[src/wmm_pkg.sv]
// shared types, character codes and helpers for the wildcard mask matcher
package wmm_pkg;

   localparam logic [7:0] CH_NUL    = 8'h00;
   localparam logic [7:0] CH_STAR   = 8'h2A;
   localparam logic [7:0] CH_QUEST  = 8'h3F;
   localparam logic [7:0] CH_BSLASH = 8'h5C;
   localparam logic [7:0] CH_UPPER_A = 8'h41;
   localparam logic [7:0] CH_UPPER_Z = 8'h5A;
   localparam logic [7:0] CASE_OFFSET = 8'h20;

   // control from the loader to the walk sequencer
   typedef struct packed {
      logic start;
      logic ovf;
      logic rsp_free;
   } walk_ctl_type;

   // status from the walk sequencer back to the loader
   typedef struct packed {
      logic idle;
      logic done;
      logic hit;
   } walk_sts_type;

   // ascii upper case letters fold to lower case, everything else as is
   function automatic logic [7:0] fold_char(input logic [7:0] c);
      logic [7:0] r;
      r = c;
      if (c >= CH_UPPER_A && c <= CH_UPPER_Z) begin
         r = c + CASE_OFFSET;
      end
      return r;
   endfunction

endpackage

[src/wmm_req_if.sv]
// request channel carrying one mask or name byte per beat
interface wmm_req_if;
   logic       valid;
   logic       ready;
   logic       operation;
   logic [7:0] char_code;
   logic       empty_req;
   logic       last;

   modport source (output valid, operation, char_code, empty_req, last, input ready);
   modport sink   (input valid, operation, char_code, empty_req, last, output ready);
endinterface

[src/wmm_rsp_if.sv]
// response channel carrying one match result per beat
interface wmm_rsp_if;
   logic valid;
   logic ready;
   logic matched;
   logic overflow;

   modport source (output valid, matched, overflow, input ready);
   modport sink   (input valid, matched, overflow, output ready);
endinterface

[src/wmm_ram.sv]
// generic simple dual port ram, one write and one registered read port
module wmm_ram #(
   parameter int WIDTH = 8,
   parameter int DEPTH = 64,
   localparam int ADDR_W = (DEPTH > 1) ? $clog2(DEPTH) : 1
) (
   input  logic              clock,
   input  logic              wr_en,
   input  logic [ADDR_W-1:0] wr_addr,
   input  logic [WIDTH-1:0]  wr_data,
   input  logic [ADDR_W-1:0] rd_addr,
   output logic [WIDTH-1:0]  rd_data
);

   logic [WIDTH-1:0] mem_ff [DEPTH];

   always_ff @(posedge clock) begin
      if (wr_en) begin
         mem_ff[wr_addr] <= wr_data;
      end
      rd_data <= mem_ff[rd_addr];
   end

endmodule

[src/wmm_walker.sv]
// backtracking glob walk sequencer over the mask and name memories
module wmm_walker #(
   parameter int MASK_CHARS = 64,
   parameter int NAME_CHARS = 64,
   localparam int MLW = $clog2(MASK_CHARS + 1),
   localparam int NLW = $clog2(NAME_CHARS + 1),
   localparam int MPW = MLW + 1,
   localparam int NPW = NLW + 1
) (
   input  logic                 clock,
   input  logic                 reset,
   input  wmm_pkg::walk_ctl_type ctl,
   output wmm_pkg::walk_sts_type sts,
   input  logic [MLW-1:0]       mask_len,
   input  logic [NLW-1:0]       name_len,
   output logic [MPW-1:0]       mask_rd_addr,
   output logic [NPW-1:0]       name_rd_addr,
   input  logic [7:0]           mask_rd_data,
   input  logic [7:0]           name_rd_data
);
   import wmm_pkg::*;

   typedef enum logic [7:0] {
      S_IDLE  = 8'b0000_0001,
      S_INIT  = 8'b0000_0010,
      S_HEAD  = 8'b0000_0100,
      S_CMP   = 8'b0000_1000,
      S_ESC   = 8'b0001_0000,
      S_BACK  = 8'b0010_0000,
      S_BACK2 = 8'b0100_0000,
      S_DONE  = 8'b1000_0000
   } walk_state_type;

   walk_state_type state_ff, state_in;
   logic [MPW-1:0] m_ff, m_in, mretry_ff, mretry_in;
   logic [NPW-1:0] n_ff, n_in, nretry_ff, nretry_in;
   logic           wild_ff, wild_in;
   logic           star_run_ff, star_run_in;
   logic           hit_ff, hit_in;
   logic           mok_ff, nok_ff;
   logic [7:0]     mv, nv;
   logic           alt_en;
   logic [MPW-1:0] alt_addr;
   logic           cmp_en, cmp_lit;
   logic [7:0]     cmp_c;
   logic [MPW-1:0] cmp_m;
   logic           done;

   // reads past the length come back as end of string
   assign mv = mok_ff ? mask_rd_data : CH_NUL;
   assign nv = nok_ff ? name_rd_data : CH_NUL;

   always_comb begin
      state_in    = state_ff;
      m_in        = m_ff;
      n_in        = n_ff;
      mretry_in   = mretry_ff;
      nretry_in   = nretry_ff;
      wild_in     = wild_ff;
      star_run_in = star_run_ff;
      hit_in      = hit_ff;
      alt_en      = 1'b0;
      alt_addr    = m_ff;
      cmp_en      = 1'b0;
      cmp_c       = mv;
      cmp_lit     = 1'b0;
      cmp_m       = m_ff;
      done        = 1'b0;

      unique case (state_ff)
         S_IDLE: begin
            if (ctl.start) begin
               state_in = S_INIT;
            end
         end
         S_INIT: begin
            m_in        = '0;
            n_in        = '0;
            mretry_in   = '0;
            nretry_in   = '0;
            wild_in     = 1'b0;
            star_run_in = 1'b0;
            hit_in      = 1'b0;
            state_in    = ctl.ovf ? S_DONE : S_HEAD;
         end
         S_HEAD: begin
            if (mv == CH_STAR) begin
               m_in        = m_ff + MPW'(1);
               star_run_in = 1'b1;
            end else begin
               star_run_in = 1'b0;
               if (star_run_ff) begin
                  wild_in   = 1'b1;
                  mretry_in = m_ff;
                  nretry_in = n_ff;
               end
               if (mv == CH_NUL) begin
                  if (nv == CH_NUL) begin
                     hit_in   = 1'b1;
                     state_in = S_DONE;
                  end else if (m_ff == '0) begin
                     hit_in   = 1'b0;
                     state_in = S_DONE;
                  end else begin
                     m_in     = m_ff - MPW'(1);
                     state_in = S_BACK;
                  end
               end else if (nv == CH_NUL) begin
                  // name used up against a plain mask character
                  hit_in   = 1'b0;
                  state_in = S_DONE;
               end else begin
                  state_in = S_CMP;
               end
            end
         end
         S_CMP: begin
            if (mv == CH_BSLASH) begin
               alt_en   = 1'b1;
               alt_addr = m_ff + MPW'(1);
               state_in = S_ESC;
            end else begin
               cmp_en = 1'b1;
            end
         end
         S_ESC: begin
            cmp_en = 1'b1;
            if (mv == CH_STAR || mv == CH_QUEST) begin
               cmp_lit = 1'b1;
               cmp_m   = m_ff + MPW'(1);
            end else begin
               cmp_c = CH_BSLASH;
            end
         end
         S_BACK: begin
            if (m_ff != '0 && mv == CH_QUEST) begin
               m_in = m_ff - MPW'(1);
            end else if (m_ff != '0 && mv == CH_STAR) begin
               alt_en   = 1'b1;
               alt_addr = m_ff - MPW'(1);
               state_in = S_BACK2;
            end else if (!wild_ff) begin
               hit_in   = 1'b0;
               state_in = S_DONE;
            end else begin
               m_in      = mretry_ff;
               nretry_in = nretry_ff + NPW'(1);
               n_in      = nretry_ff + NPW'(1);
               state_in  = S_CMP;
            end
         end
         S_BACK2: begin
            // star before a trailing question run: unescaped means a match
            if (mv != CH_BSLASH) begin
               hit_in   = 1'b1;
               state_in = S_DONE;
            end else if (!wild_ff) begin
               hit_in   = 1'b0;
               state_in = S_DONE;
            end else begin
               m_in      = mretry_ff;
               nretry_in = nretry_ff + NPW'(1);
               n_in      = nretry_ff + NPW'(1);
               state_in  = S_CMP;
            end
         end
         S_DONE: begin
            if (ctl.rsp_free) begin
               done     = 1'b1;
               state_in = S_IDLE;
            end
         end
         default: begin
            state_in = S_IDLE;
         end
      endcase

      if (cmp_en) begin
         if (fold_char(cmp_c) != fold_char(nv) && (cmp_c != CH_QUEST || cmp_lit)) begin
            if (!wild_ff) begin
               hit_in   = 1'b0;
               state_in = S_DONE;
            end else begin
               m_in      = mretry_ff;
               nretry_in = nretry_ff + NPW'(1);
               n_in      = nretry_ff + NPW'(1);
               state_in  = S_HEAD;
            end
         end else begin
            m_in     = (cmp_c != CH_NUL) ? cmp_m + MPW'(1) : cmp_m;
            n_in     = (nv != CH_NUL) ? n_ff + NPW'(1) : n_ff;
            state_in = S_HEAD;
         end
      end
   end

   assign mask_rd_addr = alt_en ? alt_addr : m_in;
   assign name_rd_addr = n_in;

   always_ff @(posedge clock) begin
      if (reset) begin
         state_ff <= S_IDLE;
      end else begin
         state_ff <= state_in;
      end
      m_ff        <= m_in;
      n_ff        <= n_in;
      mretry_ff   <= mretry_in;
      nretry_ff   <= nretry_in;
      wild_ff     <= wild_in;
      star_run_ff <= star_run_in;
      hit_ff      <= hit_in;
      mok_ff      <= mask_rd_addr < {1'b0, mask_len};
      nok_ff      <= name_rd_addr < {1'b0, name_len};
   end

   assign sts.idle = (state_ff == S_IDLE);
   assign sts.done = done;
   assign sts.hit  = hit_ff;

endmodule

[src/wildcard_mask_matcher.sv]
// top level of the wildcard mask matcher: byte loader, string memories, walk, result stage
//
//   channel | dir | beat carries                              | accepted when
//   --------+-----+-------------------------------------------+---------------------------
//   req_if  | in  | operation, char_code, empty_req, last      | valid && ready
//   rsp_if  | out | matched, overflow                          | valid && ready
//
// back-to-back loading runs at one byte a cycle while the walk sequencer is idle
// the name's last beat starts the walk: ready stays low until the result is in the output
// register, and each backtrack restarts the steps from the retry point, so the walk grows
// with mask length times name length
// every walk step waits on the registered read of the mask and name memories
// reset clears lengths, overflow flag, walk state and the output valid flag; memories are not cleared
// a result waiting on rsp_if does not stop mask bytes; only the end of the next walk waits for it
module wildcard_mask_matcher #(
   parameter int MASK_CHARS = 64,
   parameter int NAME_CHARS = 64
) (
   input  logic          clock,
   input  logic          reset,
   wmm_req_if.sink       req_if,
   wmm_rsp_if.source     rsp_if
);
   import wmm_pkg::*;

   localparam int MLW = $clog2(MASK_CHARS + 1);
   localparam int NLW = $clog2(NAME_CHARS + 1);
   localparam int MPW = MLW + 1;
   localparam int NPW = NLW + 1;
   localparam int MAW = (MASK_CHARS > 1) ? $clog2(MASK_CHARS) : 1;
   localparam int NAW = (NAME_CHARS > 1) ? $clog2(NAME_CHARS) : 1;

   // string lengths and the overflow flag
   logic [MLW-1:0] mlen_ff, mlen_in;
   logic [NLW-1:0] nlen_ff, nlen_in;
   logic           ovf_ff, ovf_in;

   // output register
   logic rsp_valid_ff, rsp_valid_in;
   logic rsp_matched_ff, rsp_matched_in;
   logic rsp_overflow_ff, rsp_overflow_in;

   logic           accept;
   logic           mask_full, name_full;
   logic           mask_wr, name_wr;
   logic [MPW-1:0] mask_rd_addr;
   logic [NPW-1:0] name_rd_addr;
   logic [7:0]     mask_rd_data, name_rd_data;
   walk_ctl_type   ctl;
   walk_sts_type   sts;

   // input side: take a beat only while the walk sequencer is idle
   assign req_if.ready = sts.idle;
   assign accept       = req_if.valid && req_if.ready;

   assign mask_full = (mlen_ff == MLW'(MASK_CHARS));
   assign name_full = (nlen_ff == NLW'(NAME_CHARS));

   // a beat with a character appends it unless the string buffer is full
   assign mask_wr = accept && !req_if.operation && !req_if.empty_req && !mask_full;
   assign name_wr = accept && req_if.operation && !req_if.empty_req && !name_full;

   always_comb begin
      mlen_in = mlen_ff;
      nlen_in = nlen_ff;
      ovf_in  = ovf_ff;
      if (mask_wr) begin
         mlen_in = mlen_ff + MLW'(1);
      end
      if (name_wr) begin
         nlen_in = nlen_ff + NLW'(1);
      end
      if (accept && !req_if.empty_req &&
          ((req_if.operation && name_full) || (!req_if.operation && mask_full))) begin
         ovf_in = 1'b1;
      end
      // result loaded into the output register: both strings and the overflow flag start afresh
      if (sts.done) begin
         mlen_in = '0;
         nlen_in = '0;
         ovf_in  = 1'b0;
      end
   end

   // string memories
   wmm_ram #(
      .WIDTH (8),
      .DEPTH (MASK_CHARS)
   ) u_mask_ram (
      .clock   (clock),
      .wr_en   (mask_wr),
      .wr_addr (mlen_ff[MAW-1:0]),
      .wr_data (req_if.char_code),
      .rd_addr (mask_rd_addr[MAW-1:0]),
      .rd_data (mask_rd_data)
   );

   wmm_ram #(
      .WIDTH (8),
      .DEPTH (NAME_CHARS)
   ) u_name_ram (
      .clock   (clock),
      .wr_en   (name_wr),
      .wr_addr (nlen_ff[NAW-1:0]),
      .wr_data (req_if.char_code),
      .rd_addr (name_rd_addr[NAW-1:0]),
      .rd_data (name_rd_data)
   );

   // walk sequencer, started by the name's last beat
   assign ctl.start    = accept && req_if.operation && req_if.last;
   assign ctl.ovf      = ovf_ff;
   assign ctl.rsp_free = !rsp_valid_ff || rsp_if.ready;

   wmm_walker #(
      .MASK_CHARS (MASK_CHARS),
      .NAME_CHARS (NAME_CHARS)
   ) u_walker (
      .clock        (clock),
      .reset        (reset),
      .ctl          (ctl),
      .sts          (sts),
      .mask_len     (mlen_ff),
      .name_len     (nlen_ff),
      .mask_rd_addr (mask_rd_addr),
      .name_rd_addr (name_rd_addr),
      .mask_rd_data (mask_rd_data),
      .name_rd_data (name_rd_data)
   );

   // output register: an overflow forces no match
   always_comb begin
      rsp_valid_in    = rsp_valid_ff;
      rsp_matched_in  = rsp_matched_ff;
      rsp_overflow_in = rsp_overflow_ff;
      if (rsp_valid_ff && rsp_if.ready) begin
         rsp_valid_in = 1'b0;
      end
      if (sts.done) begin
         rsp_valid_in    = 1'b1;
         rsp_matched_in  = sts.hit && !ovf_ff;
         rsp_overflow_in = ovf_ff;
      end
   end

   always_ff @(posedge clock) begin
      if (reset) begin
         mlen_ff      <= '0;
         nlen_ff      <= '0;
         ovf_ff       <= 1'b0;
         rsp_valid_ff <= 1'b0;
      end else begin
         mlen_ff      <= mlen_in;
         nlen_ff      <= nlen_in;
         ovf_ff       <= ovf_in;
         rsp_valid_ff <= rsp_valid_in;
      end
      rsp_matched_ff  <= rsp_matched_in;
      rsp_overflow_ff <= rsp_overflow_in;
   end

   assign rsp_if.valid    = rsp_valid_ff;
   assign rsp_if.matched  = rsp_matched_ff;
   assign rsp_if.overflow = rsp_overflow_ff;

   // a finished walk always lands in the output register
   a_done_loads_rsp: assert property (@(posedge clock) disable iff (reset)
      sts.done |=> rsp_valid_ff)
      else $error("finished walk did not produce a response beat");

   // a finished walk leaves empty strings behind
   a_done_clears: assert property (@(posedge clock) disable iff (reset)
      sts.done |=> (mlen_ff == '0 && nlen_ff == '0 && !ovf_ff))
      else $error("strings not cleared after a result");

   // an overflowed result never reports a match
   a_ovf_no_match: assert property (@(posedge clock) disable iff (reset)
      rsp_valid_ff |-> !(rsp_matched_ff && rsp_overflow_ff))
      else $error("overflow result reported as a match");

   // lengths never pass their buffers
   a_len_bound: assert property (@(posedge clock) disable iff (reset)
      (mlen_ff <= MLW'(MASK_CHARS)) && (nlen_ff <= NLW'(NAME_CHARS)))
      else $error("string length beyond buffer size");

endmodule

[src/flat_wrapper.sv]
// flat-port wrapper written by rule: the top's interface ports become plain ports
module wildcard_mask_matcher_flat import wmm_pkg::*;
#(
   parameter int MASK_CHARS = 64,
   parameter int NAME_CHARS = 64
)
  (clock, reset, req_if_valid, req_if_operation, req_if_char_code, req_if_empty_req, req_if_last, req_if_ready, rsp_if_valid, rsp_if_matched, rsp_if_overflow, rsp_if_ready);
  wmm_req_if req_if_i ();
  wmm_rsp_if rsp_if_i ();
  input  logic clock;
  input  logic reset;
  input wire logic [$bits(req_if_i.valid)-1:0] req_if_valid;
  input wire logic [$bits(req_if_i.operation)-1:0] req_if_operation;
  input wire logic [$bits(req_if_i.char_code)-1:0] req_if_char_code;
  input wire logic [$bits(req_if_i.empty_req)-1:0] req_if_empty_req;
  input wire logic [$bits(req_if_i.last)-1:0] req_if_last;
  output wire logic [$bits(req_if_i.ready)-1:0] req_if_ready;
  output wire logic [$bits(rsp_if_i.valid)-1:0] rsp_if_valid;
  output wire logic [$bits(rsp_if_i.matched)-1:0] rsp_if_matched;
  output wire logic [$bits(rsp_if_i.overflow)-1:0] rsp_if_overflow;
  input wire logic [$bits(rsp_if_i.ready)-1:0] rsp_if_ready;
  assign req_if_i.valid = req_if_valid;
  assign req_if_i.operation = req_if_operation;
  assign req_if_i.char_code = req_if_char_code;
  assign req_if_i.empty_req = req_if_empty_req;
  assign req_if_i.last = req_if_last;
  assign req_if_ready = req_if_i.ready;
  assign rsp_if_valid = rsp_if_i.valid;
  assign rsp_if_matched = rsp_if_i.matched;
  assign rsp_if_overflow = rsp_if_i.overflow;
  assign rsp_if_i.ready = rsp_if_ready;
  wildcard_mask_matcher #(.MASK_CHARS(MASK_CHARS), .NAME_CHARS(NAME_CHARS)) u_core (.clock(clock), .reset(reset), .req_if(req_if_i), .rsp_if(rsp_if_i));
endmodule
[config.mk]
export PLATFORM = sky130hd
export DESIGN_NAME = wildcard_mask_matcher_flat
export DESIGN_NICKNAME = d
export VERILOG_FILES = /design/src/wmm_pkg.sv /design/src/wmm_req_if.sv /design/src/wmm_rsp_if.sv /design/src/wmm_ram.sv /design/src/wmm_walker.sv /design/src/wildcard_mask_matcher.sv /design/src/flat_wrapper.sv
export SDC_FILE = /design/constraint.sdc
export NUM_CORES = 2
export LEC_CHECK = 0
export BUFFER_PORTS_ARGS = -buffer_cell sky130_fd_sc_hd__buf_2
export CAP_MARGIN = 20
export CORE_UTILIZATION = 40
export CTS_BUF_LIST = sky130_fd_sc_hd__clkbuf_4 sky130_fd_sc_hd__clkbuf_8
export CTS_CLUSTER_DIAMETER = 30
export DETAILED_ROUTE_END_ITERATION = 8
export PLACE_DENSITY_LB_ADDON = 0.15
export RECOVER_POWER = 100
export SETUP_SLACK_MARGIN = 0.15
export SKIP_CTS_REPAIR_TIMING = 1
export SYNTH_ARGS = -nofsm -noshare
export SYNTH_HDL_FRONTEND = slang
export SYNTH_SLANG_ARGS = --single-unit
[constraint.sdc]
create_clock -name clock -period 5.3 [get_ports clock]
set_input_delay 1.06 -clock clock [delete_from_list [all_inputs] [get_ports clock]]
set_output_delay 1.06 -clock clock [all_outputs]
set_load 0.01 [all_outputs]
# Yosys cells after proc, flatten, opt, wreduce, memory -nomap -nowiden
# Memories as Yosys holds them, arrays and structs flattened. A register that Yosys moved wholly into a read port is not among the register bits.
# Index checks and enable logic that the tools add are counted.
# word_totals
reg_bits	63
ram_bits	1024
inputBits	15
output_inout_bits	4
n_memories	2
# memory_table
memory	depth	word_bits	read_ports	rd_clocked_by_memory_dff	write_ports	line	text
u_core.u_mask_ram.mem_ff	64	8	1	1	1	wmm_ram.sv:15	logic [WIDTH-1:0] mem_ff [DEPTH];
u_core.u_name_ram.mem_ff	64	8	1	1	1	wmm_ram.sv:15	
# op_classes
addsub	9
magnitude_cmp	6
n_eq_ne	24
n_mux	101
n_reduce_logical	40
# op_table
operator	count
2-to-1 mux 8 bit	61
case mux 8 bit (4 select lines)	2
case mux 8 bit (8 select lines)	1
adder 8 x 1 -> 8 bit (second input constant)	4
case mux 8 bit (2 select lines)	2
2-to-1 mux 1 bit	29
== test 8 x 6 -> 1 bit (second input constant)	3
logical NOT 8 bit	3
case mux 8 bit (3 select lines)	1
nonzero test 8 bit	3
logical AND 1 bit	19
adder 8 x 6 -> 8 bit (second input constant)	2
== test 8 x 7 -> 1 bit (second input constant)	2
>= comparator 8 x 7 -> 1 bit (second input constant)	2
<= comparator 8 x 7 -> 1 bit (second input constant)	2
less-than comparator 8 x 7 -> 1 bit	2
adder 7 x 1 -> 7 bit (second input constant)	2
== test 7 bit (second input constant)	2
inequality test 3 bit (second input constant)	4
== test 8 x 1 -> 1 bit (second input constant)	1
== test 8 x 2 -> 1 bit (second input constant)	1
== test 8 x 3 -> 1 bit (second input constant)	1
== test 8 x 4 -> 1 bit (second input constant)	1
== test 8 x 5 -> 1 bit (second input constant)	1
15 further kinds	29

# Logic depth before layout (Yosys ltp)
# depth
depth_word	15
ltp_mapped	27

# Cells and area by module
# A second synthesis with hierarchy kept.
# hier_totals
cells_unflattened	2691
area_unflattened_um2	46380.7
# by_module_without_submodules
mod	instances	cells_per_inst	area_each_um2
wmm_ram at u_core.u_name_ram	1	940	20166.8
wmm_ram at u_core.u_mask_ram	1	940	20160.6
wmm_walker	1	717	5173.7
wildcard_mask_matcher	1	94	879.6

# Least setup slack after synthesis
# No wires, ideal clock.
# synth_timing
path_kind	reg2reg
from	register u_core.u_mask_ram.rd_data[0] (read register of u_core.u_mask_ram.mem_ff)
to	register u_core.u_walker.mok_ff
t_arrival_ps	5386
t_required_ps	5241
setup_slack_ps	-146
path_stages_with_launch	27
n_path_buf	5
cell_sequence	dfxtp_1 or3_1 clkbuf_1 a211o_1 nand2_2 nand2_1 ha_1 o311ai_0 o211a_1 a211oi_2 a311oi_1 o22ai_1 o22a_1 nand3_1 clkbuf_1 nand2_2 inv_4 buf_6 buf_6 buf_2 ha_1 a21boi_0 o21a_1 o21a_1 o21a_1 o211ai_1 and3_1
# synth_between
elab_chain_cells	15
# synth_lines
element	line	text
from (decl)	wmm_ram.sv:12	output logic [WIDTH-1:0] rd_data
2-to-1 mux 8 bit (*)	wmm_walker.sv:50	assign mv = mok_ff ? mask_rd_data : CH_NUL;
== test 8 x 6 -> 1 bit (on tied branches)	-	
logical OR 1 bit	wmm_walker.sv:128	if (mv == CH_STAR || mv == CH_QUEST) begin
2-to-1 mux 8 bit	wmm_walker.sv:128	
2-to-1 mux 8 bit	wmm_walker.sv:70	unique case (state_ff)
>= comparator 8 x 7 -> 1 bit or <= comparator 8 x 7 -> 1 bit (tied branches)	wmm_pkg.sv:30	if (c >= CH_UPPER_A && c <= CH_UPPER_Z) begin
logical AND 1 bit	wmm_pkg.sv:30	
2-to-1 mux 8 bit	wmm_pkg.sv:30	
2-to-1 mux 8 bit	wmm_walker.sv:178	if (cmp_en) begin
inequality test 8 bit	wmm_walker.sv:179	if (fold_char(cmp_c) != fold_char(nv) && (cmp_c != CH_QUEST || cmp_lit)) begin
logical AND 1 bit	wmm_walker.sv:179	
2-to-1 mux 8 bit	wmm_walker.sv:179	
2-to-1 mux 8 bit	wmm_walker.sv:178	
2-to-1 mux 8 bit (*)	wmm_walker.sv:197	assign mask_rd_addr = alt_en ? alt_addr : m_in;
less-than comparator 8 x 7 -> 1 bit (*)	wmm_walker.sv:213	mok_ff <= mask_rd_addr < {1'b0, mask_len};
to (signal assigned)	wmm_walker.sv:213	
to (decl)	wmm_walker.sv:40	logic mok_ff, nok_ff;
# Mark *: on every way between the ends. The rest lies on a longest branch, timed or not. The select of a mux whose other input is x is not followed.
# A chain may end at the register's enable or synchronous reset.

# Final worst setup path
# layout_timing
from	register u_core.u_mask_ram.rd_data[2] (read register of u_core.u_mask_ram.mem_ff)
to	register u_core.u_name_ram.rd_data[1] (read register of u_core.u_name_ram.mem_ff)
# layout_between
elab_chain_cells	13
# layout_lines
element	line
2-to-1 mux 8 bit (*)	wmm_walker.sv:50
== test 8 x 6 -> 1 bit (on tied branches)	wmm_walker.sv:128, wmm_walker.sv:138, wmm_walker.sv:136
logical OR 1 bit	wmm_walker.sv:128
2-to-1 mux 8 bit	wmm_walker.sv:128
2-to-1 mux 8 bit	wmm_walker.sv:70
>= comparator 8 x 7 -> 1 bit or <= comparator 8 x 7 -> 1 bit (tied branches)	wmm_pkg.sv:30
logical AND 1 bit	wmm_pkg.sv:30
2-to-1 mux 8 bit	wmm_pkg.sv:30
2-to-1 mux 8 bit	wmm_walker.sv:178
inequality test 8 bit	wmm_walker.sv:179
logical AND 1 bit	wmm_walker.sv:179
2-to-1 mux 8 bit	wmm_walker.sv:179
2-to-1 mux 8 bit (*)	wmm_walker.sv:178
to (decl)	wmm_ram.sv:12
# Marks and branches as above.

==> impl_metrics.py <==
metrics = {
    "detailed_routing": {
        "ant_nets": 0,
        "drt-total-wl_mm": 150,
        "via_count": 35083,
        "wire_per_inst_um": 24.4,
        "drc": 0,
        "routed_via_density": 5.70,
        "drt_iter0_markers": 3592,
        "firstDrtPassIters": 6,
    },
    "worst_hold_path": {
        "hp-class": "reg -> reg",
    },
    "logic_synthesis": {
        "netlist_instances": 3984,
        "synth_enable_flop_cells": 1036,
        "yosysTopAreaCell": "edfxtp_1",
        "syn_area_um2": 48300,
        "ys.flop_type": "edfxtp_1",
        "synthArstFlopShare_pct": 0,
        "synth_top_cell_area_share_pct": 64.5,
        "syn_nets": 4022,
        "ys_ff_latch": 1103,
        "yosysSeqAreaShare_pct": 67.2,
        "netlist_top_cells_count": "1036 x edfxtp_1, 683 x nand2_1, 270 x nor2_1",
        "syn_avg_cell_area_um2": 12.1,
        "netlist_top_cells_area": "edfxtp_1 64%, nand2_1 5.3%, dfxtp_1 2.8%, nand3_1 2.6%, nor2_1 2.1%",
        "synth_cell_type_count": 85,
        "yosysMostFrequentCell": "edfxtp_1",
        "yosys_warnings": 0,
    },
    "clocking": {
        "clock_path_buffers": 4,
        "clk_latency_ns": 0.94,
        "htreeDepth": 5,
        "cts.sinks": 1103,
        "cts_buffers": 277,
        "tritoncts": "yes",
        "clkTransAtPathRegs_ns": 0.05,
        "cts-root-buf": "clkbuf_8",
    },
    "placed_design": {
        "dpl_cell_area_um2": 52000,
        "io_buffer_count": 18,
        "dp_hpwl_mm": 91.5,
        "dp_cells": 5643,
        "dp_slack_ns": -0.120,
        "gp_congestion": 0.934,
    },
    "cells_and_area": {
        "fillers": 10719,
        "fin_nets": 4389,
        "final_area_um2": 58100,
        "final_cells": 6157,
        "drive_above_1_share_pct": 16.6,
        "layout-area-overhead-vs-synth_pct": 20.5,
    },
    "floorplan": {
        "die_y_um": 349,
        "start_util_pct": 40.3,
        "die_area_um2": 122000,
        "io_pins": 19,
        "fp.dieW_um": 349,
        "rows": 127,
        "coreArea_um2": 120000,
    },
    "sta": {
        "finClkSkew_ns": 0.0488,
        "slew_violations": 951,
        "worst_pin_slew_ns": 4.64,
        "setup_violations": 0,
        "rsz0062_at_grt": "true",
        "finalCritPeriodShare_pct": 96.9,
        "whs_ns": 0.508,
        "fin_ws_ns": 0.163,
        "post-route-min-period_ns": 5.14,
        "max_clock_freq_ghz": 0.195,
        "timing_hold_violations_final": 0,
        "relSlewSlack_pct": -209,
    },
    "power": {
        "power_leakage_nw": 20.1,
        "p_per_area_nw_per_um2": 388,
        "ir_worst_vdd_mv": 0.272,
        "p_total_mw": 22.6,
    },
    "grt": {
        "track_usage_pct": 23.6,
        "grt_overflow_total": 0,
        "grt_max_degree": 93,
        "grt_pass1_vias": 32754,
        "grt_pass1_wl_mm": 215,
        "antenna_found_initial": 6,
    },
    "worst_setup_path": {
        "worstPathMaxFanout": 18,
        "end_kind": "flop",
        "required_ns": 6.08,
        "critical_path_class": "reg -> reg",
        "cp-start-kind": "flop",
        "ff2ff_setup_slack_ns": 0.16,
        "cp.arrival_ns": 5.91,
    },
    "flow_run": {
        "drv_cap": 20,
    },
    "outcome": {
        "violations": "capacitance limit, slew limit",
        "run_status": "finished with violations",
    },
}
==> worst max-delay path, stage by stage (launching register included) <==
cell and delay [ns]:
dfxtp_1 0.40, buf_4 0.16, nand3_1 0.13, a211o_1 0.36
nand2_2 0.07, nand2_1 0.05, ha_1 0.30, o311ai_2 0.25
o211a_1 0.21, a211oi_2 0.06, buf_4 0.16, a311oi_4 0.36
buf_4 0.19, nor2_4 0.07, o22ai_4 0.18, buf_12 0.16
clkinv_8 0.12, buf_12 0.19, clkbuf_2 0.33, nand2_1 0.16
nand2_1 0.08, o21ai_1 0.30, o221ai_2 0.24, a221o_1 0.42
==> power by group <==
group	internal [mW]	leakage, nW	total [mW]	switching [mW]
clock	6.89	2.97	10.9	4.04
sequential	9.60	9.86	9.66	0.0597
combinational	0.675	7.26	1.98	1.30
==> per-stage QoR <==
stage,TNS [ns],util [%]
after global placement,-0.372,43.4
after detailed placement,-0.378,43.4
final,0,48.5
after global routing,0,48.5
after CTS,-0.649,48.3
after floorplan,0,-
==> path summary, 6_finish.rpt <==
path,start,to,cells past startpoint
setup / recovery,u_core.u_mask_ram.rd_data[2]$_DFF_P_,u_core.u_name_ram.rd_data[1]$_DFF_P_,23
hold / removal,u_core.nlen_ff[6]$_SDFFE_PP0P_,u_core.nlen_ff[6]$_SDFFE_PP0P_,2
setup reg to reg,u_core.u_mask_ram.rd_data[2]$_DFF_P_,u_core.u_name_ram.rd_data[1]$_DFF_P_,23
hold reg to reg,u_core.nlen_ff[6]$_SDFFE_PP0P_,u_core.nlen_ff[6]$_SDFFE_PP0P_,2
==> sequential cells by signal, indices dropped and copies added (netlist names), 7 cells and up <==
register	cells
u_core.mlen_ff	7
u_core.nlen_ff	7
u_core.u_mask_ram.mem_ff	512
u_core.u_mask_ram.rd_data	8
u_core.u_name_ram.mem_ff	512
u_core.u_name_ram.rd_data	8
u_core.u_walker.m_ff	8
u_core.u_walker.mretry_ff	8
u_core.u_walker.n_ff	8
u_core.u_walker.nretry_ff	8
u_core.u_walker.state_ff	8
==> routing by layer <==
layer	share of wire (%)	routed length (µm)	up-vias	GRT usage (%)
met4	1.8	2710	2	6.03
met2	44	66000	1525	34.6
met3	9.0	13500	208	5.85
met5	0.0087	13	-	0
li1	-	-	15923	-
met1	45	67700	17425	34.8
==> final cells by class <==
class / instances / area [µm²] / area share (%)
sequential: 1103 / 32500 / 55.8
clock buffer: 332 / 4340 / 7.46
clock inverter: 138 / 1470 / 2.53
tap: 1612 / 2020 / 3.47
timing repair buffer: 362 / 2790 / 4.79
inverter: 41 / 169 / 0.290
timing repair inverter: 1 / 6.26 / 0.0108
multi-input combinational: 2565 / 14900 / 25.6
antenna: 3 / 7.51 / 0.0129
==> cell usage in the layout, fill, tap and decap left out, types with 15 or more instances in the layout <==
cell type	n
a211o_1	32
a211oi_1	57
a21oi_1	92
a22oi_1	17
a311oi_1	28
a31oi_1	130
a32o_1	22
and3_1	147
buf_12	25
buf_4	178
bufinv_16	31
clkbuf_1	125
clkbuf_4	39
clkbuf_8	296
clkinv_1	49
clkinv_2	38
clkinvlp_4	18
dfxtp_1	67
edfxtp_1	1036
ha_1	22
inv_1	33
mux2i_1	86
nand2_1	682
nand2b_1	21
nand3_1	248
nand3b_1	23
nand4_1	66
nor2_1	263
nor2b_1	20
nor3_1	40
nor3b_1	17
o21ai_0	185
o22ai_1	24
o31a_1	15
or3_1	21
xnor2_1	32
xor2_1	16
==> logic make-up (layout without fill, tap and decap cells) <==
family / count (synthesis) / after routing / share of synthesized area [%]
compound gates: 791 / 791 / 11.2
xor+xnor: 49 / 49 / 0.889
fa+ha+maj: 23 / 23 / 0.596
buf+inv: 317 / 874 / 2.70
flops: 1103 / 1103 / 67.2
mux: 94 / 94 / 1.96
other cells: 0 / 3 / 0
simple gates: 1607 / 1608 / 15.4
Note: power is estimated with default switching activity, not from simulation.
